$ cat src/rtl/wrte_ram.sv
`timescale 1ns / 1ps
// Generic single-clock RAM with one write port and one registered read port.
// No dependencies.
module wrte_ram #(
	parameter int WIDTH = 8,
	parameter int DEPTH = 16
) (
	input  logic                     clk,
	input  logic                     wr_en,
	input  logic [$clog2(DEPTH)-1:0] wr_addr,
	input  logic [WIDTH-1:0]         wr_data,
	input  logic [$clog2(DEPTH)-1:0] rd_addr,
	output logic [WIDTH-1:0]         rd_data
);

	logic [WIDTH-1:0] mem_q [DEPTH];

	always_ff @(posedge clk) begin
		if (wr_en) begin
			mem_q[wr_addr] <= wr_data;
		end
		rd_data <= mem_q[rd_addr];
	end

endmodule
$ cat config.mk
export PLATFORM = sky130hd
export DESIGN_NAME = wrte_ram
export DESIGN_NICKNAME = d
export VERILOG_FILES = /design/src/rtl/wrte_ram.sv
export SDC_FILE = /design/constraint.sdc
export NUM_CORES = 1
export LEC_CHECK = 0
export CORE_ASPECT_RATIO = 0.9
export CORE_MARGIN = 4
export CORE_UTILIZATION = 30
export CTS_CLUSTER_DIAMETER = 40
export DETAILED_ROUTE_END_ITERATION = 16
export DONT_BUFFER_PORTS = 1
export PLACE_DENSITY = 0.56
export SLEW_MARGIN = 5
export SYNTH_ARGS = -nofsm -noshare
export SYNTH_HDL_FRONTEND = slang
export SYNTH_SLANG_ARGS = --single-unit
$ cat constraint.sdc
create_clock -name clk -period 1.8 [get_ports clk]
set_clock_uncertainty 0.1 [all_clocks]
set_input_delay 0.09 -clock clk [delete_from_list [all_inputs] [get_ports clk]]
set_output_delay 0.09 -clock clk [all_outputs]
set_load 0.01 [all_outputs]
==> results of run 1 <==
[worst register-to-register path: stages (launching register included)]
cell,delay (ps)
edfxtp_1,350
mux4_1,500
a22oi_1,330
nand2_1,90
[worst max path at each step]
stage	end	slack, ps	depth (start not counted)
after floorplan	mem_q[0][0]	120	2
after global placement	rd_data[0]	340	3
after detailed placement	rd_data[0]	320	3
after CTS	mem_q[4][4]	210	4
after global routing	mem_q[4][2]	130	4
final	mem_q[4][6]	190	4
[layer usage]
metal / share of wire, % / up-vias / track usage [%]
met3: 6.8 / 12 / 4.366
li1: - / 1056 / -
met4: 1.1 / 2 / 3.762
met5: 0.12 / - / 0
met1: 47 / 1264 / 15.90
met2: 45 / 57 / 17.10
[layout make-up]
class                      instances  area, sq um  area share (%)
multi-input combinational         83         1057           16.93
tap                              211        264.0           4.228
timing repair buffer              33        305.3           4.890
clock buffer                      19        442.9           7.094
sequential                       136         4004           64.13
clock inverter                    13        170.2           2.725
[where the power goes]
| group | switching (mW) | internal [mW] |
|---|---|---|
| logic | 0.163 | 0.136 |
| registers | 0.0344 | 3.54 |
| clock network | 1.34 | 2.23 |
| total | 1.53 | 5.91 |
[state kept, by name (all words and copies together), names as in the netlist]
name     count
mem_q      128
rd_data      8
[cells in the mapped netlist (2+ instances only)]
library cell     number  area share, %
buf_2                 3           0.29
nand2_1               9           0.66
dfxtp_1               8            3.1
buf_6                 3           0.66
a22oi_1              16            2.3
nor3_1                4           0.39
edfxtp_1            128             75
mux4_1               14            7.1
nor2_1               13           0.95
nand2b_1              2           0.24
clkdlybuf4s25_2       3           0.58
nand3b_1              2           0.29
mux4_2               18            7.9
[cells by family (layout without fill, tap and decap cells)]
logic type             after synthesis  after routing  share of synthesized area [%]
buffers and inverters               10             65                          1.677
DFF                                136            136                          77.78
and+or+nand+nor                     35             35                          3.184
muxes                               32             32                          15.02
AOI/OAI and AO/OA                   16             16                          2.334
[stage by stage]
stage | hold WS, ps | util [%] | std cells
detailed placement | 89.96 | 32.43 | 448
global placement | 89.95 | 32.43 | 448
floorplan | 88.87 | - | 229
CTS | -99.73 | 36.85 | 492
finish | -17.50 | 37.09 | 495
global route | 1.715 | 37.09 | 495
==> out/metrics.yaml, run 1 <==
min_from: "rd_addr[0]"
via_per_inst: 4.830
path_clk_slew_ps: 60
gr-total-overflow: 0
slew_headroom_pct: 60.10
grt_antenna_before_repair: 1
min_period_ps: 1607
hold-path-endpoint: "rd_data[5]"
nets: 289
crit_fanout: 8
worst-path-buf-inv: 3
crit_chain: "dlygate4sd3_1 > nor3_1 > dlygate4sd3_1 > buf_4"
drcViolationCount: 0
cts_buffer_depth: 2
drive_gt1_share_pct: 24.65
diodes: 0
r2r-start: "mem_q[2][2]"
synthCells: 229
endpoint_kind: "flop"
synth_cell_type_count: 19
insertion_delay_ps: 410
mostFrequentLayoutCell: "edfxtp_1"
power_density_mw_per_mm2: 1192
die_area_sq_mm: 0.01932
setup_viol: 0
path_delay_family: "buffers and inverters"
timing.final.hold_violations: 2
syn2layout_area_growth_pct: 21.29
synth_edf_count: 128
fmax_mhz: 622.3
tightest_slew_ps: 596.5
arrival_ps: 1620
cts_resized: 0
crit_type: "primary input to flop"
worst_slack_ps: 193.2
hpwlAfterDp_microns: 6439
grt_pass1_wl_microns: 16250
fillCellCount: 1521
slowest_delay_ps: 610
tritoncts: "done"
ios: 26
die_w_microns: 146.1
synth_area_sq_mm: 0.005147
slew_viol_final: 0
status: "finished, violations left"
grt_max_degree: 33
cts-htree-levels: 4
clkSinkCount: 136
r2r_setup_slack_ps: 310
cap_violations: 0
start_kind: "primary input"
layout_common_cells: "edfxtp_1 (128), mux4_2 (18), buf_4 (18)"
design_area_sq_mm: 0.006243
worstPathRequired_ps: 1820
gp_congestion: 0.7686
grt_pass1_vias: 2600
routed_wl_microns: 10700
postPlaceCellArea_sq_mm: 0.005460
post-route-period-util_pct: 89.27
cts_root_buffer: "clkbuf_16"
first_iter_violations: 217
startpoint: "wr_addr[0]"
synthArstFlopShare_pct: 0
ys.flop_type: "edfxtp_1"
rsz0062_at_grt: "false"
grt_util_all_layers_pct: 11.57
tns_ps: 0
wl_per_cell_microns: 21.61
ys_seq_elements: 136
cts_made_buffers: 17
power_leakage_nw: 2.045
portBuffers: 0
dr.pass1.iters: 4
worstReg2RegEnd: "rd_data[2]"
violations: "hold timing"
seq_area_frac_synth_pct: 77.78
hold_class: "primary input to flop"
yosysWarnings: 0
place_ws_ps: 322.7
crit_slowest_cell: "dlygate4sd3_1"
power.total_mw: 7.439
min_delay_path_depth: 3
fp.dieH_microns: 132.3
crit_top_cell: "dlygate4sd3_1"
start_util_pct: 30.58
fin_hold_ws_ps: -17.50
irDropWorstVdd_v: 0.0006162
syn_nets: 247
hold_buffers: 12
core_sq_mm: 0.01683
row_count: 45
postCtsSetupRepairBufs: 0
worst-r2r-cell-count: 3
syn_area_per_cell_sq_um: 22.48
vias: 2391
drtAntennaViolNets: 0
Power figures use the tool's default switching activity.
==> run 2: changes to the inputs <==
Settings changed: REMOVE_ABC_BUFFERS from default to 1.
==> out/metrics.yaml, run 2 (synthesis results as in run 1) <==
status: "finished, violations left"
violations: "hold timing"
grt_use_met3_pct: 3.713  # -0.65 points
post-route-util_pct: 36.92  # -0.17 points
largest_reg_flops: 128  # unchanged
crit_top_cell: "dlygate4sd3_1"
crit_type: "primary input to flop"
vias: 2369  # -0.92%
p_sw_mw: 1.453  # -5.3%
power.internal_mw: 6.003  # +1.6%
grtUsageMet1_pct: 16.46  # +0.56 points
hold_buffers: 12  # unchanged
core_sq_mm: 0.01683  # unchanged
power_leakage_nw: 2.041  # -0.19%
setup_viol: 0  # unchanged
reg_top3: "mem_q: 128 flops, rd_data: 8 flops"
start_util_pct: 30.58  # unchanged
tritoncts: "done"
fmax_mhz: 624.3  # +0.32%
r2r_setup_slack_ps: 360  # +50 ps
cts_root_buffer: "clkbuf_16"
irDropWorstVdd_v: 0.0007012  # +14%
path_clk_slew_ps: 50  # about the same
mostFrequentLayoutCell: "edfxtp_1"
crit_slowest_cell: "dlygate4sd3_1"
path_delay_family: "buffers and inverters"
wl_per_cell_microns: 21.03  # -2.7%
slew_viol_final: 0  # unchanged
combPwrFrac_pct: 3.6  # -0.4 points
start_kind: "primary input"
cts-htree-levels: 4  # unchanged
grt_max_degree: 33  # unchanged
netSwitchingFraction_pct: 19.49  # -1.1 points
cap_violations: 0  # unchanged
endpoint_kind: "flop"
power_density_mw_per_mm2: 1200  # +0.68%
fp.dieH_microns: 132.3  # unchanged
row_count: 45  # unchanged
die_area_sq_mm: 0.01932  # unchanged
arrival_ps: 1610  # about the same
timing.final.hold_violations: 7  # +5
power_frac_seq_pct: 48.0  # about the same
fin_hold_ws_ps: -48.55  # -31.05 ps
gp_congestion: 0.6692  # -13%
rsz0062_at_grt: "false"
hpwlAfterDp_microns: 6437  # about the same
tns_ps: 0  # unchanged
grt_pass1_wl_microns: 16100  # -0.89%
p_clk_share_pct: 48.3  # +0.4 points
crit_fanout: 8  # unchanged
worst_slack_ps: 198.2  # +5.067 ps
syn2layout_area_growth_pct: 20.73
post-route-period-util_pct: 88.99  # -0.28 points
grtUsageMet2_pct: 16.71  # -0.39 points
dr.pass1.iters: 4  # unchanged
clkSinkCount: 136  # unchanged
min_period_ps: 1602  # -5.067 ps
grt_util_all_layers_pct: 11.55  # -0.019 points
crit_chain: "dlygate4sd3_1 > nor3_1 > dlygate4sd3_1 > buf_4"
via_per_inst: 4.815  # -0.32%
tightest_slew_ps: 621.5  # +25.05 ps
worst-path-buf-inv: 3  # unchanged
drcViolationCount: 0  # unchanged
cts_buffer_depth: 2  # unchanged
portBuffers: 0  # unchanged
first_iter_violations: 194  # -11%
layout_common_cells: "edfxtp_1 (128), mux4_2 (18), clkbuf_16 (17), buf_4 (17), a22oi_1 (16)"
hold_class: "primary input to flop"
nets: 285  # -1.4%
regMostFlops: "mem_q"
worstPathRequired_ps: 1810  # about the same
grt_pass1_vias: 2530  # -2.7%
cts_made_buffers: 17  # unchanged
grt_antenna_before_repair: 1  # unchanged
insertion_delay_ps: 410  # about the same
drtAntennaViolNets: 0  # unchanged
slowest_delay_ps: 600  # about the same
drive_gt1_share_pct: 23.93  # -0.72 points
slew_headroom_pct: 58.41  # -1.7 points
place_ws_ps: 350.6  # +27.93 ps
die_w_microns: 146.1  # unchanged
gr-total-overflow: 0  # unchanged
grt.busiest_layer: "met2"
routed_wl_microns: 10350  # -3.2%
ios: 26  # unchanged
## run 2: worst paths after layout
path	startpoint	endpoint	cells after the start
max	wr_addr[0]	mem_q[4][7]	4
min	rd_addr[0]	rd_data[0]	3
max reg2reg	mem_q[1][5]	rd_data[5]	3
min reg2reg	mem_q[14][5]	rd_data[5]	3
## run 2: area by class of cell
class	count	area [sq um]
clock inverter	13	196.4
sequential	136	4004
multi-input combinational	83	1057
timing repair buffer	29	257.7
clock buffer	19	432.9
antenna	1	2.502
tap	211	264.0
fill	1527	10620
## run 2: worst min-delay path, stage by stage
cell	delay, ps
mux4_2	200
a22oi_1	60
nand2_1	60
## run 2: stage by stage
step                total power [mW]  cell area (sq um)  hold WS [ps]  instances
global route                   7.701               6215        -50.32        492
CTS                            7.531               6212        -71.29        491
detailed placement             3.842               5453         90.29        447
finish                         7.455               6215        -48.55        492
global placement               3.838               5453         90.15        447
floorplan                      3.773               5061         88.87        219
## run 2: repair_timing
action,CTS,global route
setup buffers,0,0
gates resized for setup,0,0
hold endpoints to repair,168,6
## run 2: metal layers
metal,up-vias,part of all wire [%]
li1,1056,-
met5,-,0
met3,4,6.8
met1,1235,47
met2,74,46
met4,0,0.35
## run 2: power by group through the flow
stage	Combinational (mW)	Clock (mW)	Sequential, mW
3_5_place_dp	0.194	0	3.65
6_report	0.271	3.60	3.58
5_1_grt	0.297	3.82	3.59
3_3_place_gp	0.193	0	3.65
4_1_cts	0.276	3.67	3.58
2_1_floorplan	0.142	0	3.63
==> run 3: changes to the inputs <==
Settings changed: GPL_TIMING_DRIVEN from default to 0.
==> out/metrics.yaml, run 3 (synthesis results as in run 1) <==
routed_wl_microns: 10610  # +2.5%
rsz0062_at_grt: "false"
setup_viol: 0  # unchanged
tns_ps: 0  # unchanged
irDropWorstVdd_v: 0.0005859  # -16%
tritoncts: "done"
fp.dieH_microns: 132.3  # unchanged
reg_top3: "mem_q: 128 flops, rd_data: 8 flops"
drtAntennaViolNets: 0  # unchanged
layout_common_cells: "edfxtp_1 (128), mux4_2 (18), clkbuf_16 (17)"
insertion_delay_ps: 410  # about the same
gr-total-overflow: 0  # unchanged
drive_gt1_share_pct: 18.94  # -5.0 points
syn2layout_area_growth_pct: 18.57
multi_input_area_sq_mm: 0.001077  # +1.9%
cts_resized: 0  # unchanged
ios: 26  # unchanged
min_period_ps: 1592  # -9.531 ps
grt_antenna_before_repair: 0  # -1
worstPathRequired_ps: 1730  # -80 ps
violations: "hold timing"
crit_slowest_cell: "nor3_2"
status: "finished, violations left"
nets: 269  # -5.6%
regArea_sq_mm: 0.004004  # unchanged
post-route-period-util_pct: 88.46  # -0.53 points
path_clk_slew_ps: 50  # about the same
cts_root_buffer: "clkbuf_16"
slowest_delay_ps: 770  # +170 ps
first_iter_violations: 197  # +1.5%
cts-htree-levels: 4  # unchanged
power_density_mw_per_mm2: 1227  # +2.3%
cap_violations: 0  # unchanged
clkSinkCount: 136  # unchanged
hold_buffers: 13  # +1
dr.pass1.iters: 4  # unchanged
power.total_mw: 7.490  # +0.46%
portBuffers: 0  # unchanged
drcViolationCount: 0  # unchanged
crit_chain: "dlygate4sd3_1 > nor3_2"
path_delay_family: "simple AND/OR/NAND/NOR gates"
tightest_slew_ps: 943.8  # +322.2 ps
vias: 2326  # -1.8%
wl_per_cell_microns: 22.33  # +6.2%
crit_fanout: 8  # unchanged
slew_headroom_pct: 36.85  # -22 points
fmax_mhz: 628.0  # +0.60%
hpwlAfterDp_microns: 6153  # -4.4%
die_w_microns: 146.1  # unchanged
cts_buffer_depth: 2  # unchanged
crit_type: "primary input to flop"
arrival_ps: 1520  # -90 ps
power_leakage_nw: 1.961  # -3.9%
via_per_inst: 4.897  # +1.7%
fillCellCount: 1521  # -0.39%
worst-path-buf-inv: 1  # -2
cts_made_buffers: 17  # unchanged
die_area_sq_mm: 0.01932  # unchanged
hold_class: "primary input to flop"
timing.final.hold_violations: 4  # -3
grt_max_degree: 33  # unchanged
row_count: 45  # unchanged
regMostFlops: "mem_q"
grt_pass1_vias: 2511  # -0.75%
start_kind: "primary input"
diodes: 0  # -1
core_sq_mm: 0.01683  # unchanged
fin_hold_ws_ps: -66.81  # -18.26 ps
slew_viol_final: 0  # unchanged
grt_util_all_layers_pct: 11.56  # about the same
post-route-util_pct: 36.25  # -0.66 points
postCtsSetupRepairBufs: 0  # unchanged
mostFrequentLayoutCell: "edfxtp_1"
largest_reg_flops: 128  # unchanged
grt_pass1_wl_microns: 15910  # -1.2%
endpoint_kind: "flop"
start_util_pct: 30.58  # unchanged
gp_congestion: 0.6898  # +3.1%
==> run 3: cell count changes in the layout (fill, tap and decap cells not counted), moves of 2 or more <==
cell / before / now
buf_4: 17 / 0
clkinv_4: 6 / 0
clkinv_2: 0 / 4
nor3_1: 4 / 0
nor3_2: 0 / 4
clkbuf_1: 2 / 4
clkinv_1: 0 / 2
clkinvlp_4: 2 / 0
==> run 3: report_power, final <==
| group | leakage, nW | internal, mW | switching [mW] |
|---|---|---|---|
| Sequential | 1.22 | 3.54 | 0.0290 |
| Combinational | 0.434 | 0.122 | 0.154 |
| Clock | 0.304 | 2.44 | 1.20 |
| Total | 1.96 | 6.10 | 1.39 |
==> run 3: worst paths after layout <==
check / startpoint / end / slack [ps] / cells after the start
hold / removal: rd_addr[0] / rd_data[6] / -70 / 3
setup reg to reg: mem_q[1][2] / rd_data[2] / 260 / 3
setup / recovery: wr_addr[1] / mem_q[0][3] / 210 / 2
hold reg to reg: mem_q[14][6] / rd_data[6] / 580 / 3
==> run 3: per-layer routing <==
metal | vias up | track usage (%) | wire (microns)
met4 | 0 | 3.762 | 132
met2 | 73 | 17.44 | 4904
met1 | 1222 | 15.44 | 4693
met3 | 12 | 4.538 | 877
met5 | - | 0 | 0
li1 | 1019 | - | -
==> run 3: area by class of cell <==
cell class	instances	share of cell area (%)
tap	211	4.326
clock buffer	21	7.216
sequential	136	65.60
multi-input combinational	83	17.65
clock inverter	11	2.911
timing repair buffer	13	2.296
==> run 3: metrics by stage <==
step | cell area [sq um] | setup WS (ps) | cells
floorplan | 5061 | 117.1 | 219
global placement | 5325 | -520.5 | 430
detailed placement | 5345 | -57.85 | 430
CTS | 6103 | 204.4 | 475
global route | 6103 | 152.0 | 475
finish | 6103 | 207.8 | 475
